**src/ostg_pkg.sv**
```systemverilog
// Package for the one-shot timer group: item kinds, controller states,
// and the control struct handed to each order cell. No dependencies.
package ostg_pkg;

    typedef enum logic [1:0] {
        KIND_START = 2'd0,
        KIND_STOP  = 2'd1,
        KIND_RUN   = 2'd2,
        KIND_QUERY = 2'd3
    } t_kind;

    typedef enum logic [2:0] {
        S_IDLE,
        S_READ,
        S_STEP,
        S_TAIL,
        S_FIN
    } t_state;

    typedef struct packed {
        logic shift;
        logic load;
    } t_cell_ctl;

endpackage

```
**src/ostg_cell.sv**
```systemverilog
// One position of the running order: holds the slot id stored there.
// Depends on ostg_pkg for the control struct.
module ostg_cell import ostg_pkg::*; #(
    parameter int SLOT_BITS = 4
) (
    input  logic                 i_clk,
    input  t_cell_ctl            i_ctl,
    input  logic [SLOT_BITS-1:0] i_from_next,
    input  logic [SLOT_BITS-1:0] i_load_slot,
    output logic [SLOT_BITS-1:0] o_slot
);

    logic [SLOT_BITS-1:0] r_slot;
    logic [SLOT_BITS-1:0] n_slot;

    // Load wins over shift: the tail cell takes the re-queued slot
    always_comb begin
        n_slot = r_slot;
        if (i_ctl.load) begin
            n_slot = i_load_slot;
        end else if (i_ctl.shift) begin
            n_slot = i_from_next;
        end
    end

    always_ff @(posedge i_clk) begin
        r_slot <= n_slot;
    end

    assign o_slot = r_slot;

endmodule

```
**src/one_shot_timer_group.sv**
```systemverilog
// Top level of the one-shot timer group: order chain of ostg_cell and the
// remaining-count memory with its sequencer. Depends on ostg_pkg, ostg_cell.
//
//   channel | direction | handshake               | payload
//   input   | in        | i_in_valid / o_in_ready | i_kind i_slot i_duration i_now
//   output  | out       | o_out_valid/ i_out_ready| o_fired o_fired_slot o_next_expiry
//           |           |                         | o_armed o_ticks_left
//
// For each item the order chain rotates once through the N armed slots: each
// entry passes an S_READ and then an S_STEP state, since the read port of the
// remaining-count memory is registered. Reset clears the order count, last time
// and the per-slot valid bits; unwritten slots read as zero. A stalled result
// is held in the output register while the next item is taken.
module one_shot_timer_group import ostg_pkg::*; #(
    parameter int TIMER_SLOTS = 16,
    parameter int TICK_BITS   = 32
) (
    input  logic        i_clk,
    input  logic        i_rst_n,
    input  logic        i_in_valid,
    output logic        o_in_ready,
    input  logic [1:0]  i_kind,
    input  logic [3:0]  i_slot,
    input  logic [31:0] i_duration,
    input  logic [31:0] i_now,
    output logic        o_out_valid,
    input  logic        i_out_ready,
    output logic        o_fired,
    output logic [3:0]  o_fired_slot,
    output logic [31:0] o_next_expiry,
    output logic        o_armed,
    output logic [31:0] o_ticks_left
);

    localparam int SW = (TIMER_SLOTS > 1) ? $clog2(TIMER_SLOTS) : 1;
    localparam int CW = $clog2(TIMER_SLOTS + 1);
    localparam int XS = SW + 4;
    localparam int XW = TICK_BITS + 32;

    t_state               r_state, n_state;
    t_kind                r_kind;
    logic [SW-1:0]        r_sidx;
    logic                 r_inr;
    logic [CW-1:0]        r_count;
    logic [CW-1:0]        r_steps;
    logic [TICK_BITS-1:0] r_last;
    logic [TICK_BITS-1:0] r_delta;
    logic [TICK_BITS-1:0] r_next;
    logic                 r_done;
    logic                 r_fired;
    logic [SW-1:0]        r_fslot;
    logic                 r_armed;

    logic [TICK_BITS-1:0] r_mem [TIMER_SLOTS];
    logic [TIMER_SLOTS-1:0] r_vld;
    logic [TICK_BITS-1:0] r_rdata;
    logic                 r_rvld;

    logic                 r_ovalid;
    logic                 r_o_fired;
    logic [3:0]           r_o_fslot;
    logic [31:0]          r_o_next;
    logic                 r_o_armed;
    logic [31:0]          r_o_left;

    logic                 in_acc;
    logic [XS-1:0]        slot_x;
    logic                 in_inr;
    logic [SW-1:0]        in_sidx;
    logic [XW-1:0]        dur_x, now_x;
    logic [TICK_BITS-1:0] dur_m, now_m;

    logic [SW-1:0]        cell_slot [TIMER_SLOTS];
    logic [SW-1:0]        head;
    logic [TICK_BITS-1:0] rem;
    logic                 rem_lt;
    logic [TICK_BITS-1:0] rem_diff;
    logic                 is_run, match, keep, do_fire, append;
    logic                 st_read, st_step, st_tail, st_fin;
    logic                 fin_go;
    logic                 ld_go;
    logic [CW-1:0]        ld_idx;
    logic [SW-1:0]        ld_val;
    logic                 wr_en;
    logic [SW-1:0]        wr_addr, rd_addr;
    logic [TICK_BITS-1:0] wr_data;
    logic [XS-1:0]        fslot_x;
    logic [XW-1:0]        next_x, left_x;

    // Decode the incoming item
    assign slot_x  = XS'(i_slot);
    assign in_inr  = slot_x < XS'(TIMER_SLOTS);
    assign in_sidx = slot_x[SW-1:0];
    assign dur_x   = XW'(i_duration);
    assign now_x   = XW'(i_now);
    assign dur_m   = dur_x[TICK_BITS-1:0];
    assign now_m   = now_x[TICK_BITS-1:0];

    // Next state
    always_comb begin
        n_state = r_state;
        unique case (r_state)
            S_IDLE: if (in_acc) n_state = (r_count != '0) ? S_READ : S_TAIL;
            S_READ: n_state = S_STEP;
            S_STEP: n_state = (r_steps == CW'(1)) ? S_TAIL : S_READ;
            S_TAIL: n_state = S_FIN;
            S_FIN:  if (fin_go) n_state = S_IDLE;
            default: n_state = S_IDLE;
        endcase
    end

    // State decode
    always_comb begin
        o_in_ready = 1'b0;
        st_read    = 1'b0;
        st_step    = 1'b0;
        st_tail    = 1'b0;
        st_fin     = 1'b0;
        unique case (r_state)
            S_IDLE:  o_in_ready = i_rst_n;
            S_READ:  st_read    = 1'b1;
            S_STEP:  st_step    = 1'b1;
            S_TAIL:  st_tail    = 1'b1;
            S_FIN:   st_fin     = 1'b1;
            default: o_in_ready = 1'b0;
        endcase
    end

    assign in_acc = i_in_valid && o_in_ready;
    assign fin_go = st_fin && (!r_ovalid || i_out_ready);

    // Examine the head of the order
    assign head     = cell_slot[0];
    assign rem      = r_rvld ? r_rdata : '0;
    assign rem_lt   = r_delta < rem;
    assign rem_diff = rem - r_delta;
    assign is_run   = (r_kind == KIND_RUN);
    assign match    = (head == r_sidx);
    assign do_fire  = is_run && !rem_lt && !r_done;

    always_comb begin
        case (r_kind) inside
            KIND_START, KIND_STOP: keep = !(r_inr && match);
            KIND_RUN:              keep = !do_fire;
            default:               keep = 1'b1;
        endcase
    end

    assign append = (r_kind == KIND_START) && r_inr && (r_count < CW'(TIMER_SLOTS));
    assign ld_go  = (st_step && keep) || (st_tail && append);
    assign ld_idx = st_step ? (r_count - CW'(1)) : r_count;
    assign ld_val = st_step ? head : r_sidx;

    // Order chain
    for (genvar g = 0; g < TIMER_SLOTS; g++) begin : g_cell
        t_cell_ctl            ctl;
        logic [SW-1:0]        from_next;
        assign ctl.shift = st_step;
        assign ctl.load  = ld_go && (ld_idx == CW'(g));
        if (g < TIMER_SLOTS - 1) begin : g_mid
            assign from_next = cell_slot[g+1];
        end else begin : g_end
            assign from_next = '0;
        end
        ostg_cell #(.SLOT_BITS(SW)) u_cell (
            .i_clk       (i_clk),
            .i_ctl       (ctl),
            .i_from_next (from_next),
            .i_load_slot (ld_val),
            .o_slot      (cell_slot[g])
        );
    end

    // Remaining-count memory ports
    assign wr_en   = (in_acc && (t_kind'(i_kind) == KIND_START) && in_inr) || (st_step && is_run);
    assign wr_addr = in_acc ? in_sidx : head;
    assign wr_data = in_acc ? dur_m : (rem_lt ? rem_diff : '0);
    assign rd_addr = st_read ? head : r_sidx;

    always_ff @(posedge i_clk) begin
        if (wr_en) begin
            r_mem[wr_addr] <= wr_data;
        end
        r_rdata <= r_mem[rd_addr];
    end

    // Valid bits stand in for the all-zero reset of the memory
    always_ff @(posedge i_clk) begin
        if (!i_rst_n) begin
            r_vld  <= '0;
            r_rvld <= 1'b0;
        end else begin
            if (wr_en) begin
                r_vld[wr_addr] <= 1'b1;
            end
            r_rvld <= r_vld[rd_addr];
        end
    end

    // Control registers
    always_ff @(posedge i_clk) begin
        if (!i_rst_n) begin
            r_state  <= S_IDLE;
            r_count  <= '0;
            r_last   <= '0;
            r_ovalid <= 1'b0;
        end else begin
            r_state <= n_state;
            if (in_acc && (t_kind'(i_kind) == KIND_RUN)) begin
                r_last <= now_m;
            end
            if (st_step && !keep) begin
                r_count <= r_count - CW'(1);
            end else if (st_tail && append) begin
                r_count <= r_count + CW'(1);
            end
            if (fin_go) begin
                r_ovalid <= 1'b1;
            end else if (i_out_ready) begin
                r_ovalid <= 1'b0;
            end
        end
    end

    // Per-item working registers
    always_ff @(posedge i_clk) begin
        if (in_acc) begin
            r_kind  <= t_kind'(i_kind);
            r_sidx  <= in_sidx;
            r_inr   <= in_inr;
            r_steps <= r_count;
            r_delta <= now_m - r_last;
            r_next  <= '1;
            r_done  <= 1'b0;
            r_fired <= 1'b0;
            r_fslot <= '0;
            r_armed <= 1'b0;
        end else if (st_step) begin
            r_steps <= r_steps - CW'(1);
            if (is_run) begin
                if (rem_lt) begin
                    if (rem_diff < r_next) r_next <= rem_diff;
                end else if (r_done) begin
                    r_next <= '0;
                end else begin
                    r_done  <= 1'b1;
                    r_fired <= 1'b1;
                    r_fslot <= head;
                end
            end else if ((r_kind == KIND_QUERY) && match) begin
                r_armed <= 1'b1;
            end
        end
    end

    // Output register
    assign fslot_x = XS'(r_fslot);
    assign next_x  = XW'(r_next);
    assign left_x  = XW'(rem);

    always_ff @(posedge i_clk) begin
        if (fin_go) begin
            r_o_fired <= is_run && r_fired;
            r_o_fslot <= (is_run && r_fired) ? fslot_x[3:0] : 4'd0;
            r_o_next  <= is_run ? next_x[31:0] : 32'd0;
            r_o_armed <= (r_kind == KIND_QUERY) && r_inr && r_armed;
            r_o_left  <= ((r_kind == KIND_QUERY) && r_inr) ? left_x[31:0] : 32'd0;
        end
    end

    assign o_out_valid   = r_ovalid;
    assign o_fired       = r_o_fired;
    assign o_fired_slot  = r_o_fslot;
    assign o_next_expiry = r_o_next;
    assign o_armed       = r_o_armed;
    assign o_ticks_left  = r_o_left;

endmodule
```
**config.mk**
```make
export PLATFORM = sky130hd
export DESIGN_NAME = one_shot_timer_group
export DESIGN_NICKNAME = d
export VERILOG_FILES = /design/src/ostg_pkg.sv /design/src/ostg_cell.sv /design/src/one_shot_timer_group.sv
export SDC_FILE = /design/constraint.sdc
export NUM_CORES = 1
export LEC_CHECK = 0
export BUFFER_PORTS_ARGS = -buffer_cell sky130_fd_sc_hd__buf_2
export CORE_MARGIN = 2
export CORE_UTILIZATION = 59
export DETAILED_ROUTE_END_ITERATION = 6
export GPL_ROUTABILITY_DRIVEN = 0
export PLACE_DENSITY = 0.77
export SYNTH_ARGS = -nofsm -noshare
export SYNTH_HDL_FRONTEND = slang
export SYNTH_SLANG_ARGS = --single-unit
```
**constraint.sdc**
```tcl
create_clock -name i_clk -period 6 [get_ports i_clk]
set_input_delay 0.6 -clock i_clk [delete_from_list [all_inputs] [get_ports i_clk]]
set_output_delay 0.6 -clock i_clk [all_outputs]
set_load 0.01 [all_outputs]
```
==> summary.txt <==
Setup path
  • Critical path's largest stage delay: 0.48 ns
  • Crit path max-delay family: compound AO/OA/AOI/OAI gates
  • Critical path capture point type: flop
  • CP required: 6.54 ns
  • Slowest-stage cell, CP: dfxtp_1
  • Critical path arrival: 6.03 ns
  • WS Path Type: reg -> reg
  • Worst setup SP type: flop
  • Critical path buffers and inverters: 2
  • CP max FO: 38
  • Cell chain of the critical path: buf_4 > and2_1 > ha_1 > nand4_1 > nor2_1 > o2111ai_1 > a21oi_1 > o21a_1 > o21ba_2 > o221ai_1 > xnor2_1 > ha_1 > nand4_1 > or2_2 > o221a_2 > and3b_1 > a2bb2oi_4 > buf_12 > nand2_1 > o211ai_1

Detailed routing
  • Via Count: 22560
  • Detailed router's first-iteration violation count: 2925
  • Avg Vias per Cell: 6.430
  • ANT nets after route: 0
  • Routed wire per std cell: 25.48 um
  • DRT Pass-1 Iters: 5
  • # DRC: 0
  • Final wirelength: 89390 um

Timing
  • FMAX: 181.9 MHz
  • Worst-margin pin slew: 1.173 ns
  • Final hold viol count: 0
  • Post-route clock skew: 0.03025 ns
  • Count of pins over their slew limit: 0
  • RSZ-0062 raised after global routing: false
  • Fin crit share: 0.9160
  • Worst hold margin: 0.1866 ns
  • Setup WS post-layout: 0.5037 ns
  • Tmin final: 5.496 ns
  • Rel. slew slack: 0.2160
  • Final setup vio count: 0
  • Sum of negative setup slack: 0 ns

CTS
  • Post-CTS setup buffers: 0
  • Root Driver: clkbuf_16
  • CTS Buffer Depth: 3
  • Num CTS Buffers: 81
  • Post-CTS Hold Fix Bufs: 0
  • CTS H-tree depth: 3
  • Skew-Pair Late Insertion Delay: 0.64 ns
  • CTS tree: yes
  • Sink Count: 818
  • Reg clk slew, reported paths: 0.06 ns
  • Resized cells post-CTS: 0

GRT
  • GRT Overall Usage: 0.2832
  • Pin count of the biggest net entering global routing: 71
  • GRT overflow: 0
  • First-pass GRT wire length: 134800 um
  • Antenna violations before repair: 4
  • Vias in the first global route: 22490

Floorplanning
  • Chip width: 251.2 um
  • Full die area: 63100 um^2
  • CORE AREA: 60360 um^2
  • DIE HEIGHT: 251.2 um
  • I/O pin total: 146
  • Row count: 90
  • Initial Util: 0.5974

Power and ir drop
  • Pleak: 0.01486 uW
  • Switching part of the total power: 0.2566
  • Sw Pwr: 3496 uW
  • Clock power frac: 0.374
  • Pint: 10130 uW
  • VDD IR max: 0.2131 mV
  • Comb pwr share: 0.138
  • Sequential power share: 0.488
  • Pwr dens: 335.3 nW/um^2

Synth
  • Area fraction in compound gates after synthesis: 0.08353
  • Synth warnings: 0
  • Share of the synthesized area in the top cell type: 0.5738
  • Top-count cell post-synth: edfxtp_1
  • Yosys cell types: 84
  • Largest family of logic cells by synthesized area: multiplexers
  • Ys async rst share: 0
  • Synthesized area: 36060 um^2
  • Synth Area in XOR/XNOR: 0.01555
  • Synth Area in Simple Gates: 0.08915
  • Synth top cells by count: 689 x edfxtp_1, 284 x nand2_1, 132 x mux4_2
  • Yosys reg bits: 818
  • Area leader, netlist: edfxtp_1
  • Syn_area_per_cell: 14.47 um^2
  • Post-Syn Nets: 2665
  • Post-synth top flop: edfxtp_1
  • Fraction of the mapped netlist area in adder cells: 0.03512
  • Synth area leaders: edfxtp_1 57%, mux4_2 8.2%, dfxtp_1 7.2%
  • Number of synthesized flops with an enable pin: 689
  • Gate Count Post-Synth: 2491
  • Multiplexer area fraction after synthesis: 0.1046
  • Sequential fraction of the synthesis area: 0.6455

Cells and area
  • Share of cells above drive strength 1: 0.1974
  • Final non-filler cell total: 3509
  • Synth-to-layout area growth: 12.69%
  • Nets: 2834

Hold path
  • Hold Crit Class: in -> reg

Run
  • Max-cap violations: 0

Placed design
  • Placed cell count: 3358
  • DPL Wire Length: 55670 um
  • Pre-CTS WS: 0.6790 ns
  • Port Buf Inserts: 145

Status
  • Outcome: finished, final reports clean
==> per-stage QoR <==
| stage | area (um^2) | utilization | power (uW) |
|---|---|---|---|
| global route | 40630 | 0.6732 | 14050 |
| floorplan | 36060 | - | 7984 |
| finish | 40630 | 0.6732 | 13620 |
| global placement | 37980 | 0.6292 | 8527 |
| detailed placement | 37980 | 0.6292 | 8592 |
| CTS | 40620 | 0.6730 | 13650 |
==> sequential cells by signal, indices dropped and copies added, names as in the netlist <==
name	flops
r_mem	512
g_cell.u_cell.o_slot	64
o_next_expiry	32
o_ticks_left	32
r_delta	32
r_last	32
r_next	32
r_rdata	32
r_vld	16
r_count	5
r_steps	5
o_fired_slot	4
r_fslot	4
r_sidx	4
r_state	3
r_kind	2
o_armed	1
o_fired	1
o_out_valid	1
r_armed	1
r_done	1
r_fired	1
r_rvld	1
==> power groups by stage <==
stage	registers [uW]	logic [uW]	clock network (uW)
after floorplan	6680	1310	0
after global placement	6750	1770	0
after detailed placement	6760	1830	0
after CTS	6650	1860	5140
after global routing	6670	2030	5340
final	6650	1880	5090
==> routing by layer <==
| metal | global-route usage | vias to the layer above | routed length [um] |
|---|---|---|---|
| li1 | - | 9804 | - |
| met1 | 0.3899 | 11230 | 35410 |
| met2 | 0.4583 | 1285 | 42750 |
| met3 | 0.04400 | 239 | 7951 |
| met4 | 0.1129 | 2 | 3259 |
| met5 | 0 | - | 13 |
==> area by class of cell <==
type / instances / area, um^2
antenna: 1 / 2.502
clock buffer: 106 / 2162
clock inverter: 43 / 485.5
fill: 3987 / 19730
inverter: 120 / 452.9
multi-input combinational: 1430 / 12020
sequential: 818 / 23270
tap: 782 / 978.4
timing repair buffer: 209 / 1256
==> placed cells by master (no fill, tap or decap), types with 22 or more instances in the layout <==
master / n
dfxtp_1: 129
a21oi_1: 71
edfxtp_1: 689
nand2_1: 284
a31oi_1: 51
a21boi_0: 36
a211oi_1: 41
mux2_1: 36
clkbuf_16: 82
o21a_1: 30
inv_1: 118
xnor2_1: 41
mux2_2: 24
and2_1: 99
nor2_1: 58
ha_1: 98
clkbuf_1: 22
mux4_2: 132
a21o_1: 34
o21ai_0: 46
nor2b_1: 30
xor2_1: 23
and3_1: 31
buf_4: 60
buf_2: 145
==> path summary, 6_finish.rpt <==
kind | start | endpoint | slack, ns | cells after the start
max | r_rvld$_SDFF_PN0_ | r_next[4]$_SDFFE_PP1P_ | 0.50 | 20
min | i_slot[1] | r_sidx[1]$_DFFE_PP_ | 0.19 | 1
min reg2reg | r_armed$_SDFFE_PP0P_ | r_armed$_SDFFE_PP0P_ | 0.46 | 2
max reg2reg | r_rvld$_SDFF_PN0_ | r_next[4]$_SDFFE_PP1P_ | 0.50 | 20
==> kinds of logic after synthesis <==
group                    Yosys count
AND/OR/NAND/NOR                  636
flip-flops                       818
AO/OA/AOI/OAI                    426
XOR/XNOR                          64
adder cells (fa/ha/maj)          100
buffers and inverters            243
multiplexers                     204
Note: power is estimated with default switching activity, not from simulation.
